===== src/rtl/mfu_pkg.sv =====
// Shared types and constants of the multiplicative function unit.
// Used by the controller, the datapath, the top level and the checker.
`default_nettype none

package mfu_pkg;

    localparam logic [1:0] CMD_PHI   = 2'd0;
    localparam logic [1:0] CMD_MU    = 2'd1;
    localparam logic [1:0] CMD_D     = 2'd2;
    localparam logic [1:0] CMD_SIGMA = 2'd3;

    localparam int VALUE_W     = 35;
    localparam int S_TDATA_W   = 32;
    localparam int S_TUSER_W   = 2;
    localparam int M_TDATA_W   = 40;
    localparam int DIV_RADIX_BITS = 4;

    localparam logic [VALUE_W-1:0] VALUE_MAX = 35'h3_FFFF_FFFF;

    typedef struct packed {
        logic load;
        logic div_start;
        logic take_quot;
        logic term_init;
        logic term_src_n;
        logic term_grow;
        logic mul_acc;
        logic next_prime;
        logic out_load;
    } ctl_t;

    typedef struct packed {
        logic bad;
        logic n_gt1;
        logic psq_le_n;
        logic rem_zero;
        logic hit;
        logic div_busy;
        logic mul_busy;
        logic out_free;
    } sts_t;

endpackage

`default_nettype wire


===== src/rtl/mfu_ctrl.sv =====
// Sequencer of the multiplicative function unit: trial division loop control.
// Depends on mfu_pkg; drives mfu_datapath through ctl_t, reads sts_t.
`default_nettype none

module mfu_ctrl
    import mfu_pkg::*;
(
    input  wire logic aclk,
    input  wire logic aresetn,
    input  wire logic s_tvalid,
    output logic      s_tready,
    input  sts_t      sts,
    output ctl_t      ctl
);

    localparam logic [3:0] ST_IDLE  = 4'd0;
    localparam logic [3:0] ST_CHECK = 4'd1;
    localparam logic [3:0] ST_DIV   = 4'd2;
    localparam logic [3:0] ST_TEST  = 4'd3;
    localparam logic [3:0] ST_GROW  = 4'd4;
    localparam logic [3:0] ST_ACCW  = 4'd5;
    localparam logic [3:0] ST_COFM  = 4'd6;
    localparam logic [3:0] ST_COFW  = 4'd7;
    localparam logic [3:0] ST_DONE  = 4'd8;

    logic [3:0] state_reg;
    logic [3:0] state_next;

    assign s_tready = (state_reg == ST_IDLE);

    always_comb begin
        state_next = state_reg;
        ctl        = '0;
        case (state_reg)
            ST_IDLE: begin
                if (s_tvalid) begin
                    ctl.load   = 1'b1;
                    state_next = ST_CHECK;
                end
            end
            ST_CHECK: begin
                if (sts.bad) begin
                    state_next = ST_DONE;
                end else if (sts.n_gt1 && sts.psq_le_n) begin
                    ctl.div_start = 1'b1;
                    state_next    = ST_DIV;
                end else if (sts.n_gt1) begin
                    ctl.term_init  = 1'b1;
                    ctl.term_src_n = 1'b1;
                    state_next     = ST_COFM;
                end else begin
                    state_next = ST_DONE;
                end
            end
            ST_DIV: begin
                if (!sts.div_busy) begin
                    state_next = ST_TEST;
                end
            end
            ST_TEST: begin
                if (sts.rem_zero) begin
                    ctl.take_quot = 1'b1;
                    if (sts.hit) begin
                        ctl.term_grow = 1'b1;
                    end else begin
                        ctl.term_init = 1'b1;
                    end
                    state_next = ST_GROW;
                end else if (sts.hit) begin
                    ctl.mul_acc = 1'b1;
                    state_next  = ST_ACCW;
                end else begin
                    ctl.next_prime = 1'b1;
                    state_next     = ST_CHECK;
                end
            end
            ST_GROW: begin
                if (!sts.mul_busy) begin
                    ctl.div_start = 1'b1;
                    state_next    = ST_DIV;
                end
            end
            ST_ACCW: begin
                if (!sts.mul_busy) begin
                    ctl.next_prime = 1'b1;
                    state_next     = ST_CHECK;
                end
            end
            ST_COFM: begin
                ctl.mul_acc = 1'b1;
                state_next  = ST_COFW;
            end
            ST_COFW: begin
                if (!sts.mul_busy) begin
                    state_next = ST_DONE;
                end
            end
            ST_DONE: begin
                if (sts.out_free) begin
                    ctl.out_load = 1'b1;
                    state_next   = ST_IDLE;
                end
            end
            default: begin
                state_next = ST_IDLE;
            end
        endcase
    end

    always_ff @(posedge aclk) begin
        if (!aresetn) begin
            state_reg <= ST_IDLE;
        end else begin
            state_reg <= state_next;
        end
    end

endmodule

`default_nettype wire


===== src/rtl/mfu_datapath.sv =====
// Datapath of the multiplicative function unit: radix-16 restoring divider,
// shift-add multiplier, accumulators and output register. Depends on mfu_pkg.
`default_nettype none

module mfu_datapath
    import mfu_pkg::*;
#(
    parameter int NUMBER_BITS = 31
) (
    input  wire logic                   aclk,
    input  wire logic                   aresetn,
    input  wire logic [S_TUSER_W-1:0]   s_cmd,
    input  wire logic [S_TDATA_W-1:0]   s_num,
    input  wire logic                   m_tready,
    input  ctl_t                        ctl,
    output sts_t                        sts,
    output logic                        m_valid,
    output logic [VALUE_W-1:0]          m_value,
    output logic                        m_bad
);

    localparam int NB        = NUMBER_BITS;
    localparam int ACC_W     = NB + 4;
    localparam int DIV_STEPS = (NB + DIV_RADIX_BITS - 1) / DIV_RADIX_BITS;
    localparam int DW        = DIV_STEPS * DIV_RADIX_BITS;
    localparam int CNT_W     = $clog2(DIV_STEPS);

    logic [1:0]       cmd_reg,     cmd_next;
    logic [NB-1:0]    n_reg,       n_next;
    logic             bad_reg,     bad_next;
    logic [NB-1:0]    p_reg,       p_next;
    logic [NB:0]      psq_reg,     psq_next;
    logic             hit_reg,     hit_next;
    logic             mu_neg_reg,  mu_neg_next;
    logic             mu_zero_reg, mu_zero_next;
    logic [ACC_W-1:0] t_reg,       t_next;
    logic [ACC_W-1:0] acc_reg,     acc_next;
    logic [DW-1:0]    dv_reg,      dv_next;
    logic [NB:0]      rem_reg,     rem_next;
    logic [CNT_W-1:0] dcnt_reg,    dcnt_next;
    logic             dbusy_reg,   dbusy_next;
    logic [ACC_W-1:0] ma_reg,      ma_next;
    logic [ACC_W-1:0] mb_reg,      mb_next;
    logic [ACC_W-1:0] mprod_reg,   mprod_next;
    logic             mbusy_reg,   mbusy_next;
    logic             mto_t_reg,   mto_t_next;
    logic             mplus_reg,   mplus_next;
    logic             ovalid_reg,  ovalid_next;
    logic [VALUE_W-1:0] value_reg, value_next;
    logic             obad_reg,    obad_next;

    logic [NB:0]      r;
    logic [DW-1:0]    q;
    logic [NB-1:0]    x;
    logic [35:0]      acc_wide;

    assign acc_wide = 36'(acc_reg);

    always_comb begin
        cmd_next     = cmd_reg;
        n_next       = n_reg;
        bad_next     = bad_reg;
        p_next       = p_reg;
        psq_next     = psq_reg;
        hit_next     = hit_reg;
        mu_neg_next  = mu_neg_reg;
        mu_zero_next = mu_zero_reg;
        t_next       = t_reg;
        acc_next     = acc_reg;
        dv_next      = dv_reg;
        rem_next     = rem_reg;
        dcnt_next    = dcnt_reg;
        dbusy_next   = dbusy_reg;
        ma_next      = ma_reg;
        mb_next      = mb_reg;
        mprod_next   = mprod_reg;
        mbusy_next   = mbusy_reg;
        mto_t_next   = mto_t_reg;
        mplus_next   = mplus_reg;
        ovalid_next  = ovalid_reg;
        value_next   = value_reg;
        obad_next    = obad_reg;
        r            = rem_reg;
        q            = dv_reg;
        x            = ctl.term_src_n ? n_reg : p_reg;

        if (ctl.load) begin
            cmd_next     = s_cmd;
            n_next       = s_num[NB-1:0];
            bad_next     = (s_num[NB-1:0] == '0);
            p_next       = NB'(2);
            psq_next     = (NB+1)'(4);
            hit_next     = 1'b0;
            mu_neg_next  = 1'b0;
            mu_zero_next = 1'b0;
            acc_next     = ACC_W'(1);
        end

        if (ctl.take_quot) begin
            n_next = dv_reg[NB-1:0];
        end

        if (ctl.term_init) begin
            hit_next = 1'b1;
            case (cmd_reg)
                CMD_PHI:   t_next = ACC_W'(x) - ACC_W'(1);
                CMD_SIGMA: t_next = ACC_W'(x) + ACC_W'(1);
                CMD_D:     t_next = ACC_W'(2);
                CMD_MU:    mu_neg_next = !mu_neg_reg;
                default:   t_next = t_reg;
            endcase
        end

        if (ctl.term_grow) begin
            case (cmd_reg)
                CMD_PHI, CMD_SIGMA: begin
                    ma_next    = t_reg;
                    mb_next    = ACC_W'(p_reg);
                    mprod_next = '0;
                    mbusy_next = 1'b1;
                    mto_t_next = 1'b1;
                    mplus_next = (cmd_reg == CMD_SIGMA);
                end
                CMD_D:   t_next = t_reg + ACC_W'(1);
                CMD_MU:  mu_zero_next = 1'b1;
                default: t_next = t_reg;
            endcase
        end

        if (ctl.mul_acc && cmd_reg != CMD_MU) begin
            ma_next    = acc_reg;
            mb_next    = t_reg;
            mprod_next = '0;
            mbusy_next = 1'b1;
            mto_t_next = 1'b0;
            mplus_next = 1'b0;
        end

        if (ctl.next_prime) begin
            hit_next = 1'b0;
            if (p_reg == NB'(2)) begin
                p_next   = NB'(3);
                psq_next = (NB+1)'(9);
            end else begin
                p_next   = p_reg + NB'(2);
                psq_next = psq_reg + (NB+1)'({p_reg, 2'b00}) + (NB+1)'(4);
            end
        end

        // shift-add multiply, stop once the multiplier runs out of ones
        if (mbusy_reg) begin
            if (mb_reg != '0) begin
                if (mb_reg[0]) begin
                    mprod_next = mprod_reg + ma_reg;
                end
                ma_next = {ma_reg[ACC_W-2:0], 1'b0};
                mb_next = {1'b0, mb_reg[ACC_W-1:1]};
            end else begin
                mbusy_next = 1'b0;
                if (mto_t_reg) begin
                    t_next = mprod_reg + ACC_W'(mplus_reg);
                end else begin
                    acc_next = mprod_reg;
                end
            end
        end

        // restoring division, four quotient bits per cycle
        if (ctl.div_start) begin
            dv_next    = DW'(n_reg);
            rem_next   = '0;
            dcnt_next  = '0;
            dbusy_next = 1'b1;
        end else if (dbusy_reg) begin
            for (int k = 0; k < DIV_RADIX_BITS; k++) begin
                r = {r[NB-1:0], q[DW-1]};
                q = {q[DW-2:0], 1'b0};
                if (r >= {1'b0, p_reg}) begin
                    r    = r - {1'b0, p_reg};
                    q[0] = 1'b1;
                end
            end
            dv_next   = q;
            rem_next  = r;
            dcnt_next = dcnt_reg + CNT_W'(1);
            if (dcnt_reg == CNT_W'(DIV_STEPS - 1)) begin
                dbusy_next = 1'b0;
            end
        end

        if (ctl.out_load) begin
            ovalid_next = 1'b1;
            obad_next   = bad_reg;
            if (bad_reg) begin
                value_next = '0;
            end else if (cmd_reg == CMD_MU) begin
                if (mu_zero_reg) begin
                    value_next = '0;
                end else if (mu_neg_reg) begin
                    value_next = '1;
                end else begin
                    value_next = VALUE_W'(1);
                end
            end else if (acc_wide > 36'(VALUE_MAX)) begin
                value_next = VALUE_MAX;
            end else begin
                value_next = acc_wide[VALUE_W-1:0];
            end
        end else if (m_tready) begin
            ovalid_next = 1'b0;
        end
    end

    always_ff @(posedge aclk) begin
        if (!aresetn) begin
            dbusy_reg  <= 1'b0;
            mbusy_reg  <= 1'b0;
            ovalid_reg <= 1'b0;
        end else begin
            dbusy_reg  <= dbusy_next;
            mbusy_reg  <= mbusy_next;
            ovalid_reg <= ovalid_next;
        end
    end

    always_ff @(posedge aclk) begin
        cmd_reg     <= cmd_next;
        n_reg       <= n_next;
        bad_reg     <= bad_next;
        p_reg       <= p_next;
        psq_reg     <= psq_next;
        hit_reg     <= hit_next;
        mu_neg_reg  <= mu_neg_next;
        mu_zero_reg <= mu_zero_next;
        t_reg       <= t_next;
        acc_reg     <= acc_next;
        dv_reg      <= dv_next;
        rem_reg     <= rem_next;
        dcnt_reg    <= dcnt_next;
        ma_reg      <= ma_next;
        mb_reg      <= mb_next;
        mprod_reg   <= mprod_next;
        mto_t_reg   <= mto_t_next;
        mplus_reg   <= mplus_next;
        value_reg   <= value_next;
        obad_reg    <= obad_next;
    end

    assign sts.bad      = bad_reg;
    assign sts.n_gt1    = (n_reg > NB'(1));
    assign sts.psq_le_n = (psq_reg <= {1'b0, n_reg});
    assign sts.rem_zero = (rem_reg == '0);
    assign sts.hit      = hit_reg;
    assign sts.div_busy = dbusy_reg;
    assign sts.mul_busy = mbusy_reg;
    assign sts.out_free = !ovalid_reg || m_tready;

    assign m_valid = ovalid_reg;
    assign m_value = value_reg;
    assign m_bad   = obad_reg;

endmodule

`default_nettype wire


===== src/rtl/multiplicative_function_unit.sv =====
// Top level of the multiplicative function unit (phi, mu, d, sigma).
// Depends on mfu_pkg, mfu_ctrl and mfu_datapath.
//
//  channel | dir | ports                        | content
//  --------+-----+------------------------------+--------------------------------
//  s_      | in  | s_tvalid s_tready s_tdata/user | number, command
//  m_      | out | m_tvalid m_tready m_tdata/user | value, bad_argument
//
// One item at a time. Each odd trial divisor takes check, a radix-16 divider
// pass, the done wait and test, plus a shift-add multiply per prime power found
// (per prime for d, none for mu). Reset is synchronous, active low, and clears
// the sequencer, the busy flags and the output valid flag. A new beat is taken
// while a finished result still waits in the output register.
`default_nettype none

module multiplicative_function_unit
    import mfu_pkg::*;
#(
    parameter int NUMBER_BITS = 31
) (
    input  wire logic                 aclk,
    input  wire logic                 aresetn,
    input  wire logic                 s_tvalid,
    output logic                      s_tready,
    input  wire logic [S_TDATA_W-1:0] s_tdata,   // number
    input  wire logic [S_TUSER_W-1:0] s_tuser,   // command
    output logic                      m_tvalid,
    input  wire logic                 m_tready,
    output logic [M_TDATA_W-1:0]      m_tdata,   // value
    output logic                      m_tuser    // bad_argument
);

    ctl_t               ctl;
    sts_t               sts;
    logic [VALUE_W-1:0] value;

    mfu_ctrl u_ctrl (
        .aclk     (aclk),
        .aresetn  (aresetn),
        .s_tvalid (s_tvalid),
        .s_tready (s_tready),
        .sts      (sts),
        .ctl      (ctl)
    );

    mfu_datapath #(
        .NUMBER_BITS (NUMBER_BITS)
    ) u_datapath (
        .aclk     (aclk),
        .aresetn  (aresetn),
        .s_cmd    (s_tuser),
        .s_num    (s_tdata),
        .m_tready (m_tready),
        .ctl      (ctl),
        .sts      (sts),
        .m_valid  (m_tvalid),
        .m_value  (value),
        .m_bad    (m_tuser)
    );

    assign m_tdata = {{(M_TDATA_W - VALUE_W){1'b0}}, value};

endmodule

`default_nettype wire


===== config.mk =====
export PLATFORM = sky130hd
export DESIGN_NAME = multiplicative_function_unit
export DESIGN_NICKNAME = d
export VERILOG_FILES = /design/src/rtl/mfu_pkg.sv /design/src/rtl/mfu_ctrl.sv /design/src/rtl/mfu_datapath.sv /design/src/rtl/multiplicative_function_unit.sv
export SDC_FILE = /design/constraint.sdc
export NUM_CORES = 2
export LEC_CHECK = 0
export BUFFER_PORTS_ARGS = -buffer_cell sky130_fd_sc_hd__buf_2
export CORE_UTILIZATION = 55
export CTS_BUF_LIST = sky130_fd_sc_hd__clkbuf_16
export CTS_CLUSTER_SIZE = 8
export DETAILED_ROUTE_END_ITERATION = 12
export PLACE_DENSITY = 0.72
export SLEW_MARGIN = 20
export SYNTH_ARGS = -nofsm -noshare
export SYNTH_HDL_FRONTEND = slang
export SYNTH_HIERARCHICAL = 1
export SYNTH_SLANG_ARGS = --single-unit

===== constraint.sdc =====
create_clock -name aclk -period 22.8 [get_ports aclk]
set_clock_uncertainty 0.15 [all_clocks]
set_input_delay 2.28 -clock aclk [delete_from_list [all_inputs] [get_ports aclk]]
set_output_delay 2.28 -clock aclk [all_outputs]
set_load 0.02 [all_outputs]

# [Word level (Yosys, flattened, before mapping)]
# Index checks and enable logic that the tools add are counted.
[word_totals] ff_bits=387 mem_bits_rw=0 mem_count=0 input_bits=38 out_inout_bits=43 mem_bits_ro=0 latch_bits=0
[classes] eq_ne=20 addsub=13 n_reduce_logical=18 n_shift=0 div_mod_pow=0 magnitude_cmp=7 multipliers=0 n_bitwise=0 n_mux=108
[op_table] operator="$mux 35" n=30
[op_table] operator="$mux 31" n=17
[op_table] operator="$ge 32x31->1" n=4
[op_table] operator="$mux 32" n=4
[op_table] operator="$pmux 35 s3" n=1
[op_table] operator="$sub 31x31->31" n=3
[op_table] operator="$mux 4" n=9
[op_table] operator="$pmux 4 s9" n=1
[op_table] operator="$add 35x1->35" n=1
[op_table] operator="$add 35x1->35 const B" n=1
[op_table] operator="$add 35x35->35" n=1
[op_table] operator="$gt 35x34->1 const B" n=1
[op_table] operator="$mux 1" n=35
[op_table] operator="$reduce_bool 35->1" n=1
[op_table] operator="$add 31x1->32 const B" n=1
[op_table] operator="$add 32x3->32 const B" n=1
[op_table] operator="$add 32x32->32" n=1
[op_table] operator="$le 32x31->1" n=1
[op_table] operator="$logic_not 32->1" n=1
[op_table] operator="$sub 31x1->32 const B" n=1
[op_table] operator="$sub 32x31->32" n=1
[op_table] operator="$add 31x2->31 const B" n=1
[op_table] operator="$eq 31x2->1 const B" n=1
[op_table] operator="$gt 31x1->1 const B" n=1
[op_table] operator="other kinds (23)" n=47

# [Longest topological paths before layout]
[logic_depth] word_depth=18 ltp_mapped=53 ltp_nobuf=49

# [Modules after synthesis]
# The synthesis kept the hierarchy.
[by_module_without_submodules] mod="mfu_datapath" area_per_inst_um2=30483.0 instances=1 seq_area_each_um2=9278.9 cells_per_inst=3765
[by_module_without_submodules] mod="mfu_ctrl" area_per_inst_um2=462.9 instances=1 seq_area_each_um2=80.1 cells_per_inst=61
[by_module_without_submodules] mod="multiplicative_function_unit" area_per_inst_um2=41.3 instances=1 seq_area_each_um2=0.0 cells_per_inst=6

# [Least setup slack after synthesis]
# Ideal clock, no wire load.
[synth_path] path_type="flip-flop to flip-flop" startpoint="reg u_datapath.p_reg[1]" endpoint="reg u_datapath.rem_reg[31]" synth_period_minus_slack_ns=11.238 setup_time_ns=0.086 stages_incl_launch_ff=47 arrival_time_ns=11.003 slack_ns=11.562 path_cell_list="edfxtp_1 > inv_1 > fa_1 > a211oi_1 > o21ai_1 > nand3b_1 > a31oi_1 > o21ai_1 > buf_4 > clkbuf_1 > clkbuf_1 > mux2_2 > ha_1 > a21o_1 > a21oi_1 > a41o_1 > nand2b_1 > o211a_1 > (+11 left out) > nand2_1 > a211oi_4 > nor2_4 > buf_4 > mux2_1 > ha_1 > a21oi_1 > o211ai_1 > or3_1 > o211ai_1 > a21oi_1 > o311ai_1 > nand2_1 > a221o_1 > a311o_1 > nor3b_1 > mux2i_1 > a211oi_1"
[synth_via] elab_chain_len=14
[synth_lines] item="start: declaration" line_no="mfu_datapath.sv:31" rtl="logic [NB-1:0] p_reg, p_next;"
[synth_lines] item="start signal: assignment" line_no="mfu_datapath.sv:230" rtl="p_reg <= p_next;"
[synth_lines] item="$sub 31x31->31 or $ge 32x31->1 (tied branches)" line_no="mfu_datapath.sv:179, mfu_datapath.sv:178"
[synth_lines] item="$mux 31" line_no="mfu_datapath.sv:178" rtl="if (r >= {1'b0, p_reg}) begin"
[synth_lines] item="$mux 31" line_no="mfu_datapath.sv:174" rtl="end else if (dbusy_reg) begin"
[synth_lines] item="$mux 31" line_no="mfu_datapath.sv:169" rtl="if (ctl.div_start) begin"
[synth_lines] item="$sub 31x31->31 or $ge 32x31->1 (tied branches)" line_no="mfu_datapath.sv:179, mfu_datapath.sv:178"
[synth_lines] item="$mux 31" line_no="mfu_datapath.sv:178"
[synth_lines] item="$mux 31" line_no="mfu_datapath.sv:174"
[synth_lines] item="$mux 31" line_no="mfu_datapath.sv:169"
[synth_lines] item="$sub 31x31->31 or $ge 32x31->1 (tied branches)" line_no="mfu_datapath.sv:179, mfu_datapath.sv:178"
[synth_lines] item="$mux 31" line_no="mfu_datapath.sv:178"
[synth_lines] item="$mux 31" line_no="mfu_datapath.sv:174"
[synth_lines] item="$mux 31" line_no="mfu_datapath.sv:169"
[synth_lines] item="$sub 32x31->32 or $ge 32x31->1 (tied branches)" line_no="mfu_datapath.sv:179, mfu_datapath.sv:178"
[synth_lines] item="$mux 32 (*)" line_no="mfu_datapath.sv:178"
[synth_lines] item="end signal: assignment" line_no="mfu_datapath.sv:238" rtl="rem_reg <= rem_next;"
[synth_lines] item="end: declaration" line_no="mfu_datapath.sv:39" rtl="logic [NB:0] rem_reg, rem_next;"
# Every way passes the cells marked *; elsewhere a longest branch is shown, timed or not. The select of a mux whose other input is x is not followed.
# A chain may end at the register's enable or synchronous reset.

# [Final worst setup path]
# Ends and elaborated chain as after synthesis.

==> results.cfg <==
[grt]
grt_max_degree = 85
grt_pass1_vias = 25730
overflow = 0
grt_usage_pct = 31.6
antenna_found_initial = 0
grt_pass1_wl_um = 143000

[critical_path]
crit_fanout = 36
startpoint_type = register
worstPathArrival_ns = 14.65
crit_path_end_kind = register
crit_slowest_cell = edfxtp_1
rrSetupSlack_ns = 8.50
crit_type = register to register
cpPeakStageDelay_ns = 0.81
ff2ff_path_depth = 46
timing.rr.end = u_datapath/rem_reg[31]
r2r_start = u_datapath/p_reg[1]
required_ns = 23.15

[yosys]
synth_seq_cells = 386
yosysWarnings = 6
syn_area_sq_um = 31000
synthFlopType = dfxtp_1
async_reset_ff_share_pct = 0
synth_cell_types = 104
seq_area_frac_synth_pct = 30.2
synthCells = 3832
syn_avg_cell_area_sq_um = 8.09
synth_edf_count = 163

[hold_path]
worstHoldStart = u_datapath/mplus_reg
min_to = u_datapath/mplus_reg
holdPathStages = 2
worstHoldPathType = register to register

[timing]
final.period_utilization_pct = 62.7
rsz0062_at_grt = no
worst_slew_margin_rel_pct = 33.4
hold_viol = 0
final.min_clock_period_ns = 14.30
timing.fmax_ghz = 0.0699
fin_setup_tns_ns = 0
slew_viol_final = 0
setup_viol = 0
tightestPinTransition_ns = 0.974

[drt]
drt_iter0_markers = 2963
route.vias.total = 28664
avgRoutedWirePerCell_um = 20.1
highest_layer = met4
met3_length_um = 7040
firstDrtPassIters = 8
drc_errors = 0
wl_met1_um = 40900
via_per_inst = 6.24
met2_length_um = 41400
wl_um = 92300
ant_nets = 0

[clocking]
cts_max_level = 2
root_buffer = clkbuf_16
tritoncts = done
clkSinkCount = 386
cts_setup_buffers = 0
ctsHoldBuffers = 0
cts_resized = 0
path_clk_slew_ns = 0.06
clock_path_buffers = 3
cts_buffers = 54
insertion_delay_ns = 0.61

[placement]
hpwl_um = 68700
port_buffers = 74
gp_congestion = 0.995

[floorplanning]
rows = 86
core_area_sq_um = 55400
die_width_um = 239
die-height_um = 239
initial_core_util_pct = 55.9
ioPinCount = 81
fp.dieArea_sq_um = 57300

[flow_run]
drv_cap = 0

[final_layout]
drive_above_1_share_pct = 8.25
area_growth_pct = 7.64
final_common_cell = nand2_1
nNetsFinal = 4109
final_cell_mix = 508 x nand2_1, 346 x o21ai_0, 343 x a21oi_1

[outcome]
status = completed
==> area by class of cell <==
class	instances	area, sq um
Clock buffer	55	1380
Tap cell	748	936
Inverter	136	510
Fill cell	5034	22100
Timing Repair Buffer	101	573
Antenna cell	1	2.50
Sequential cell	386	9360
Multi-Input combinational cell	3129	20400
Clock inverter	34	166
==> worst max path at each step <==
stage,from,end,slack [ns],cells after the start
floorplan,u_datapath/p_reg[1],u_datapath/rem_reg[31],11.56,46
global placement,u_datapath/p_reg[1],u_datapath/rem_reg[16],8.80,46
CTS,u_datapath/p_reg[1],u_datapath/rem_reg[31],8.88,46
finish,u_datapath/p_reg[1],u_datapath/rem_reg[31],8.50,46
detailed placement,u_datapath/p_reg[1],u_datapath/rem_reg[31],8.95,46
global route,u_datapath/p_reg[1],u_datapath/rem_reg[25],7.86,43
==> cell usage after synthesis, drive strengths merged (19+ instances only) <==
| cell | instances | area, sq um |
|---|---|---|
| nand2 | 510 | 1910 |
| o21ai | 354 | 1770 |
| a21oi | 346 | 1740 |
| nor2 | 295 | 1120 |
| ha | 257 | 3220 |
| dfxtp | 223 | 4460 |
| edfxtp | 163 | 4890 |
| xnor2 | 162 | 1420 |
| clkbuf | 147 | 552 |
| nand3 | 140 | 716 |
| inv | 135 | 507 |
| xor2 | 108 | 946 |
| mux2 | 93 | 1050 |
| nor3 | 76 | 407 |
| a21o | 75 | 563 |
| nand2b | 53 | 332 |
| nand4 | 53 | 332 |
| nor4 | 45 | 303 |
| mux2i | 43 | 430 |
| buf | 38 | 246 |
| nor2b | 38 | 245 |
| and3 | 36 | 230 |
| o21a | 36 | 270 |
| and2 | 31 | 194 |
| a31oi | 27 | 169 |
| a211oi | 24 | 208 |
| o21bai | 24 | 180 |
| a22oi | 23 | 173 |
| a221oi | 19 | 185 |
==> per-stage QoR <==
stage | cells | utilization (%) | worst slack (ns) | hold WS [ns] | instance area [sq um]
after floorplan | 3836 | - | 11.56 | 0.290 | 31000
after global placement | 4500 | 57.4 | 8.80 | 0.298 | 31800
after detailed placement | 4500 | 57.4 | 8.95 | 0.305 | 31800
after CTS | 4589 | 60.2 | 8.88 | 0.317 | 33300
after global routing | 4589 | 60.2 | 7.86 | 0.348 | 33400
final | 4590 | 60.2 | 8.50 | 0.322 | 33400
==> per-layer routing <==
layer,track usage (%),vias up
met5,0,-
met4,10.7,0
met3,4.41,191
met2,50.6,1068
met1,43.6,13550
li1,-,13855
==> kinds of logic (layout without fill, tap and decap cells) <==
logic type	after synthesis	count (layout)	share of synthesized area, %
buffers and inverters	321	326	4.22
muxes	136	136	4.77
xor gates and xnor gates	270	270	7.63
AOI/OAI and AO/OA	1085	1085	21.3
and+or+nand+nor	1370	1370	21.1
other	1	6	0.0121
DFF	386	386	30.2
adders and majority gates	263	263	10.8
==> worst max-delay path: cells and delay by family (launching register included) <==
family	cells	cell delay, ns
multiplexers	2	0.55
AND/OR/NAND/NOR	13	3.14
AO/OA/AOI/OAI	23	6.57
flip-flops	1	0.81
XOR/XNOR	1	0.08
buffers and inverters	3	1.17
adder cells (fa/ha/maj)	4	1.70
Power is not shown: default switching activity piles up to over one toggle a cycle in this logic, so the estimate is an artifact.
